File: src/hw/rtl/bms_pkg.sv
// Brace match scanner: shared types, character codes and widths.
// No dependencies; every other file in this block refers to it by scoped name.
package bms_pkg;

  // Width of the saturating brace depth and of the byte counter
  localparam int DEPTH_BITS = 16;
  localparam int COUNT_BITS = 32;
  localparam int LEN_BITS   = 32;

  // ASCII codes the scanner reacts to
  localparam logic [7:0] CH_LBRACE  = 8'h7B;
  localparam logic [7:0] CH_RBRACE  = 8'h7D;
  localparam logic [7:0] CH_SLASH   = 8'h2F;
  localparam logic [7:0] CH_STAR    = 8'h2A;
  localparam logic [7:0] CH_DQUOTE  = 8'h22;
  localparam logic [7:0] CH_SQUOTE  = 8'h27;
  localparam logic [7:0] CH_BSLASH  = 8'h5C;
  localparam logic [7:0] CH_NEWLINE = 8'h0A;

  // Saturation bounds of the signed depth
  localparam logic signed [DEPTH_BITS-1:0] DEPTH_MAX = {1'b0, {(DEPTH_BITS-1){1'b1}}};
  localparam logic signed [DEPTH_BITS-1:0] DEPTH_MIN = {1'b1, {(DEPTH_BITS-1){1'b0}}};

  // Lexical mode of the scanner
  typedef enum logic [5:0] {
    MODE_CODE  = 6'b000001,
    MODE_SLASH = 6'b000010,
    MODE_LINE  = 6'b000100,
    MODE_BLOCK = 6'b001000,
    MODE_STR   = 6'b010000,
    MODE_CHR   = 6'b100000
  } scan_mode_t;

  // One input beat
  typedef struct packed {
    logic [7:0] text_byte;
    logic       first_byte;
    logic       last_byte;
  } text_beat_t;

  // One result beat
  typedef struct packed {
    logic                found;
    logic [LEN_BITS-1:0] match_length;
  } result_beat_t;

  // Clamp the byte count into the result length field
  function automatic logic [LEN_BITS-1:0] sat_len(input logic [COUNT_BITS-1:0] count);
    logic [63:0] wide;
    wide = 64'(count);
    if (wide > 64'(32'hFFFF_FFFF)) begin
      return '1;
    end
    return wide[LEN_BITS-1:0];
  endfunction

endpackage

File: src/hw/rtl/brace_match_scanner.sv
// Brace match scanner top level: input skid register, scan logic, result register.
// Depends on bms_pkg, bms_skid, bms_scan and bms_result.
//
// Streams source text one byte per beat. A beat with first_byte set starts a
// search (normally at an opening brace); the block tracks brace depth while
// skipping line comments, block comments, string and character literals, and
// delivers one result beat when the brace that brings depth back to zero is
// seen (found = 1, match_length = bytes through that brace) or when the beat
// with last_byte set arrives first (found = 0, match_length = 0). Bytes that
// arrive with no search running are dropped without a result; first_byte in
// the middle of a search restarts it. One byte is taken every cycle unless a
// result waits on result_stall; the per-byte mode, depth and count update is
// a single registered step between the holding and result registers. text_stall
// is a register output and only rises when a result waits on result_stall.
module brace_match_scanner (
  input  logic        clk,
  input  logic        rst,
  input  logic        text_valid,
  output logic        text_stall,
  input  logic [7:0]  text_byte,
  input  logic        first_byte,
  input  logic        last_byte,
  output logic        result_valid,
  input  logic        result_stall,
  output logic        found,
  output logic [31:0] match_length
);

  bms_pkg::text_beat_t   in_beat;
  bms_pkg::text_beat_t   hold_beat;
  bms_pkg::result_beat_t scan_beat;
  bms_pkg::result_beat_t out_beat;
  logic                  hold_valid;
  logic                  advance;
  logic                  has_result;
  logic                  out_ready;

  assign in_beat.text_byte  = text_byte;
  assign in_beat.first_byte = first_byte;
  assign in_beat.last_byte  = last_byte;

  // A held byte moves on unless its result has nowhere to go
  assign advance = hold_valid && (!has_result || out_ready);

  bms_skid u_skid (
    .clk        (clk),
    .rst        (rst),
    .text_valid (text_valid),
    .text_stall (text_stall),
    .text_beat  (in_beat),
    .advance    (advance),
    .hold_valid (hold_valid),
    .hold_beat  (hold_beat)
  );

  bms_scan u_scan (
    .clk        (clk),
    .rst        (rst),
    .step       (advance),
    .beat       (hold_beat),
    .has_result (has_result),
    .result     (scan_beat)
  );

  bms_result u_result (
    .clk          (clk),
    .rst          (rst),
    .load         (advance && has_result),
    .load_beat    (scan_beat),
    .ready        (out_ready),
    .result_valid (result_valid),
    .result_stall (result_stall),
    .result_beat  (out_beat)
  );

  assign found        = out_beat.found;
  assign match_length = out_beat.match_length;

endmodule

File: src/hw/rtl/bms_skid.sv
// Brace match scanner: input register with a one-entry skid buffer.
// Depends on bms_pkg for the beat type; stall back to the source is registered.
module bms_skid (
  input  logic                clk,
  input  logic                rst,
  input  logic                text_valid,
  output logic                text_stall,
  input  bms_pkg::text_beat_t text_beat,
  input  logic                advance,
  output logic                hold_valid,
  output bms_pkg::text_beat_t hold_beat
);

  logic                skid_valid;
  bms_pkg::text_beat_t skid_beat;
  logic                take;

  assign text_stall = skid_valid;
  assign take       = text_valid && !skid_valid;

  // Control: holding register refills from skid first, then from the port
  always_ff @(posedge clk) begin
    if (rst) begin
      hold_valid <= 1'b0;
      skid_valid <= 1'b0;
    end else if (!hold_valid || advance) begin
      hold_valid <= skid_valid || take;
      skid_valid <= 1'b0;
    end else if (take) begin
      skid_valid <= 1'b1;
    end
  end

  // Payload
  always_ff @(posedge clk) begin
    if (!hold_valid || advance) begin
      if (skid_valid) begin
        hold_beat <= skid_beat;
      end else if (take) begin
        hold_beat <= text_beat;
      end
    end else if (take) begin
      skid_beat <= text_beat;
    end
  end

endmodule

File: src/hw/rtl/bms_scan.sv
// Brace match scanner: lexical mode, depth and count state with the per-byte update.
// Depends on bms_pkg for modes, character codes and beat types.
module bms_scan (
  input  logic                  clk,
  input  logic                  rst,
  input  logic                  step,
  input  bms_pkg::text_beat_t   beat,
  output logic                  has_result,
  output bms_pkg::result_beat_t result
);

  bms_pkg::scan_mode_t                      scan_mode, scan_mode_next;
  logic [7:0]                               previous_byte;
  logic signed [bms_pkg::DEPTH_BITS-1:0]    brace_depth, brace_depth_next;
  logic [bms_pkg::COUNT_BITS-1:0]           byte_count, byte_count_next;
  logic                                     search_done;

  bms_pkg::scan_mode_t                      mode_base;
  logic [7:0]                               prev_base;
  logic signed [bms_pkg::DEPTH_BITS-1:0]    depth_base;
  logic [bms_pkg::COUNT_BITS-1:0]           count_base;
  logic                                     active;
  logic                                     code_path;
  logic                                     hit;
  logic [7:0]                               c;

  assign c = beat.text_byte;

  // Per-byte update
  always_comb begin
    if (beat.first_byte) begin
      mode_base  = bms_pkg::MODE_CODE;
      prev_base  = 8'h00;
      depth_base = '0;
      count_base = '0;
      active     = 1'b1;
    end else begin
      mode_base  = scan_mode;
      prev_base  = previous_byte;
      depth_base = brace_depth;
      count_base = byte_count;
      active     = !search_done;
    end

    byte_count_next  = (count_base != '1) ? count_base + 1'b1 : count_base;
    scan_mode_next   = mode_base;
    brace_depth_next = depth_base;
    code_path        = 1'b0;
    hit              = 1'b0;

    // Comment and literal modes just look for their terminator
    case (mode_base)
      bms_pkg::MODE_LINE: begin
        if (c == bms_pkg::CH_NEWLINE) scan_mode_next = bms_pkg::MODE_CODE;
      end
      bms_pkg::MODE_BLOCK: begin
        if (c == bms_pkg::CH_SLASH && prev_base == bms_pkg::CH_STAR) begin
          scan_mode_next = bms_pkg::MODE_CODE;
        end
      end
      bms_pkg::MODE_STR: begin
        if (c == bms_pkg::CH_DQUOTE && prev_base != bms_pkg::CH_BSLASH) begin
          scan_mode_next = bms_pkg::MODE_CODE;
        end
      end
      bms_pkg::MODE_CHR: begin
        if (c == bms_pkg::CH_SQUOTE && prev_base != bms_pkg::CH_BSLASH) begin
          scan_mode_next = bms_pkg::MODE_CODE;
        end
      end
      bms_pkg::MODE_SLASH: begin
        if (c == bms_pkg::CH_SLASH) begin
          scan_mode_next = bms_pkg::MODE_LINE;
        end else if (c == bms_pkg::CH_STAR) begin
          scan_mode_next = bms_pkg::MODE_BLOCK;
        end else begin
          code_path = 1'b1;
        end
      end
      default: begin
        code_path = 1'b1;
      end
    endcase

    // Plain code: openers and braces
    if (code_path) begin
      scan_mode_next = bms_pkg::MODE_CODE;
      if (c == bms_pkg::CH_SLASH) begin
        // a slash on the final byte cannot open a comment
        if (!beat.last_byte) scan_mode_next = bms_pkg::MODE_SLASH;
      end else if (c == bms_pkg::CH_DQUOTE) begin
        scan_mode_next = bms_pkg::MODE_STR;
      end else if (c == bms_pkg::CH_SQUOTE) begin
        scan_mode_next = bms_pkg::MODE_CHR;
      end else if (c == bms_pkg::CH_LBRACE) begin
        if (depth_base != bms_pkg::DEPTH_MAX) brace_depth_next = depth_base + 1'b1;
      end else if (c == bms_pkg::CH_RBRACE) begin
        if (depth_base != bms_pkg::DEPTH_MIN) brace_depth_next = depth_base - 1'b1;
        hit = (brace_depth_next == '0);
      end
    end
  end

  // Result: match wins over end of text
  assign has_result          = active && (hit || beat.last_byte);
  assign result.found        = hit;
  assign result.match_length = hit ? bms_pkg::sat_len(byte_count_next) : '0;

  // State registers
  always_ff @(posedge clk) begin
    if (rst) begin
      scan_mode     <= bms_pkg::MODE_CODE;
      previous_byte <= 8'h00;
      brace_depth   <= '0;
      byte_count    <= '0;
      search_done   <= 1'b1;
    end else if (step && active) begin
      scan_mode     <= scan_mode_next;
      previous_byte <= c;
      brace_depth   <= brace_depth_next;
      byte_count    <= byte_count_next;
      search_done   <= hit || beat.last_byte;
    end
  end

endmodule

File: src/hw/rtl/bms_result.sv
// Brace match scanner: output register holding one result beat.
// Depends on bms_pkg for the result type.
module bms_result (
  input  logic                  clk,
  input  logic                  rst,
  input  logic                  load,
  input  bms_pkg::result_beat_t load_beat,
  output logic                  ready,
  output logic                  result_valid,
  input  logic                  result_stall,
  output bms_pkg::result_beat_t result_beat
);

  // Free when empty or when the held beat leaves this cycle
  assign ready = !result_valid || !result_stall;

  always_ff @(posedge clk) begin
    if (rst) begin
      result_valid <= 1'b0;
    end else if (ready) begin
      result_valid <= load;
    end
  end

  always_ff @(posedge clk) begin
    if (ready && load) begin
      result_beat <= load_beat;
    end
  end

endmodule

File: config.mk
export PLATFORM = sky130hd
export DESIGN_NAME = brace_match_scanner
export DESIGN_NICKNAME = d
export VERILOG_FILES = /design/src/hw/rtl/bms_pkg.sv /design/src/hw/rtl/brace_match_scanner.sv /design/src/hw/rtl/bms_skid.sv /design/src/hw/rtl/bms_scan.sv /design/src/hw/rtl/bms_result.sv
export SDC_FILE = /design/constraint.sdc
export NUM_CORES = 1
export LEC_CHECK = 0
export BUFFER_PORTS_ARGS = -buffer_cell sky130_fd_sc_hd__buf_4
export CORE_MARGIN = 5
export CORE_UTILIZATION = 40
export CTS_BUF_LIST = sky130_fd_sc_hd__clkbuf_2
export DETAILED_ROUTE_END_ITERATION = 10
export PLACE_DENSITY_LB_ADDON = 0.3
export REMOVE_ABC_BUFFERS = 1
export SKIP_CTS_REPAIR_TIMING = 1
export SLEW_MARGIN = 20
export SYNTH_ARGS = -nofsm -noshare
export SYNTH_HDL_FRONTEND = slang
export SYNTH_SLANG_ARGS = --single-unit
File: constraint.sdc
create_clock -name clk -period 4.7 [get_ports clk]
set_input_delay 0.94 -clock clk [delete_from_list [all_inputs] [get_ports clk]]
set_output_delay 0.94 -clock clk [all_outputs]
set_load 0.1 [all_outputs]
==> results.md <==
* Met1 Track Usage GR at 25.3%
* H-tree depth at 4
* Vias in the first global route at 6267
* Critical path arrival at 4.36 ns
* DR iter-0 viols at 576
* Area leader, netlist: edfxtp_1
* Mapped Cells at 854
* Yosys top cell area share at 21.7%
* Worst-margin pin slew at 0.852 ns
* CP Data Required Time at 5.13 ns
* Hpwl dp at 13800 um
* Post-route setup slack at 0.771 ns
* Setup_tns at 0 ns
* Layout cells sized above 1 at 14.7%
* Count of non-filler cells in the finished layout at 1109
* Slowest-stage cell, CP: or4_1
* Via-to-Cell Ratio at 5.97
* Via Count at 6624
* GR Layer Usage met3 at 3.92%
* GP Congestion at 0.978
* Leakage at 0.00268 uW
* Total GRT Usage at 18.8%
* Post-route antenna net violation count at 0
* Detailed-route wire length per cell at 18.2 um
* Yosys reg bits at 119
* Met2 global-route usage at 30.3%
* DRC viols at 0
* Final min period at 3.93 ns
* Post-synth top cells: 101 x nor2_1, 66 x dfxtp_1, 66 x nand2_1
* CP Capture Type: flop
* Global-route wire length before repair at 33300 um
* Max Freq at 0.254 GHz
* Largest net degree at the start of global routing at 79
* Full die area at 21200 um^2
* YS warnings at 0
* Synthesized area per cell at 8.59 um^2
* Layout fillers at 1798
* CTS tree: built
* Buffers on Ports at 48
* Fin nets at 884
* Clk network pwr share at 36.8%
* Synth unique cells at 77
* Most frequent cell after synthesis: nor2_1
* Int Power at 1510 uW
* Max-cap violations at 0
* Period utilization at 83.6%
* IO Pins at 49
* Row count at 49
* Final setup vio count at 0
* RSZ-0062 raised after global routing: false
* Die Wd at 145 um
* Comb power frac at 9.8%
* Fin util at 44.9%
* Main synth FF type: dfxtp_1
* Clock sinks at 119
* Worst-Skew Late Latency at 0.73 ns
* Post-Route WL at 20200 um
* Area Growth Syn to Fin at 10.3%
* Relative slew slack at 42.7%
* Die Y at 145 um
* Status: completed
* Worst IR Drop VDD at 176 uV
* Busiest layer in global routing: met2
* Mapped cell area at 7340 um^2
* Initial antenna violation count at 0
* Register area share after synthesis at 39.7%
* PwrDens at 258 nW/um^2
* Worst stage delay on the critical path at 0.54 ns
* Hold Path Class: input port to flop
* Hold Vio Cnt, Final at 0
* Pre-CTS setup slack at 0.835 ns
* CTS Buffer Depth at 2
* Total grt overflow at 0
* Skew final at 0.0410 ns
* Ys async rst share at 0%
* Drt first pass iters at 6
* Switch Pwr at 576 uW
* Part of the power in registers at 53.5%
* Core Region at 18000 um^2
* EDFF count, synth at 53
* Ranking of synthesized cells by area: edfxtp_1 22%, dfxtp_1 18%, nor2_1 5.2%, a21oi_1 3.5%, nand2_1 3.4%
* Clock Pin Slew Worst Setup and Hold Paths at 0.20 ns
* Root Driver: clkbuf_2
* Sw Ratio at 27.6%
* Worst-path fanout max at 31
* TritonCTS Buffers at 17
* WS Path Type: flop to flop
* Worst Setup Start Kind: flop
* Max-slew violations at 0
* Worst path cell trace: inv_1 -> nand2_1 -> ha_1 -> nor3b_1 -> nor4b_4 -> or4_1 -> a22oi_1 -> and4b_4 -> a21o_1 -> buf_12 -> a21oi_4 -> buf_4
* Placed cell count at 1076
* Initial Utilization at 40.7%
==> flip-flops by register name, indices dropped and copies added (netlist names), 6 cells and up <==
| name | count |
|---|---|
| u_result.result_beat | 33 |
| u_skid.hold_beat | 10 |
| u_scan.byte_count | 32 |
| u_scan.scan_mode | 6 |
| u_skid.skid_beat | 10 |
| u_scan.previous_byte | 8 |
| u_scan.brace_depth | 16 |
==> layer usage <==
metal / part of all wire [%] / wire length [um] / vias up
li1: - / - / 3223
met1: 45 / 9150 / 3110
met2: 47 / 9410 / 250
met3: 5.7 / 1160 / 41
met4: 2.2 / 450 / 0
met5: 0 / 0 / -
==> layout by cell type, fill, tap and decap left out, drive strengths merged, types with 5 or more instances in the layout <==
master	count
a211oi	13
a21o	10
a21oi	53
a31oi	17
a32o	18
and2	9
and3	16
buf	61
clkbuf	19
clkinv	6
dfxtp	66
edfxtp	53
inv	17
mux2	10
mux2i	11
nand2	66
nand2b	11
nand3	29
nand3b	6
nand4	16
nand4b	5
nor2	102
nor2b	14
nor3	36
nor3b	9
nor4	22
nor4b	6
o211ai	5
o21a	5
o21ai	48
o22ai	5
or2	5
or3	5
or4	14
xnor2	25
xor2	8
==> stage by stage <==
stage / cell area, um^2 / total power (uW) / hold WS [ns]
after floorplan: 7030 / 1270 / 0.452
after global placement: 7820 / 1340 / 0.469
after detailed placement: 7820 / 1340 / 0.485
after CTS: 8090 / 2110 / 0.325
after global routing: 8090 / 2180 / 0.316
final: 8090 / 2090 / 0.389
==> cells by family (layout without fill, tap and decap cells) <==
kind of cell    Yosys count  in the layout  synth area share (%)
xor+xnor                 33             33                  3.94
buf+inv                  84            109                  5.03
other cells               0              1                     0
flops                   119            119                  39.7
compound gates          210            210                  19.0
mux                      21             21                  3.04
fa+ha+maj                 4              4                 0.682
simple gates            383            383                  28.6
==> final timing paths <==
check | startpoint | end | slack, ns | cells after the start
worst max-delay path | u_skid.hold_beat[1] | u_result.result_beat[26] | 0.77 | 12
worst max register to register | u_skid.hold_beat[1] | u_result.result_beat[26] | 0.77 | 12
worst min-delay path | text_byte[1] | u_skid.skid_beat[3] | 0.39 | 1
worst min register to register | u_scan.previous_byte[7] | u_scan.previous_byte[7] | 0.52 | 2
==> area by class of cell <==
cell class	instances	area (um^2)	area share, %
inverter	16	60.1	0.742
multi-input combinational	651	4070	50.3
sequential	119	2910	36.0
clock inverter	13	179	2.21
antenna	1	2.50	0.0309
timing repair buffer	61	483	5.97
clock buffer	19	95.1	1.18
tap	229	287	3.54
==> critical path: cells and delay by family (launching register included) <==
family	cells	cell delay, ns
adder cells (fa/ha/maj)	1	0.39
AO/OA/AOI/OAI	3	0.59
flip-flops	1	0.43
AND/OR/NAND/NOR	5	1.43
buffers and inverters	3	0.78
==> power by group through the flow <==
stage / combinational [uW] / sequential, uW / clock [uW]
after floorplan: 103 / 1160 / 0
after global placement: 204 / 1140 / 0
after detailed placement: 203 / 1140 / 0
after CTS: 203 / 1120 / 786
after global routing: 222 / 1120 / 833
final: 204 / 1120 / 768
Note: power is estimated with default switching activity, not from simulation.
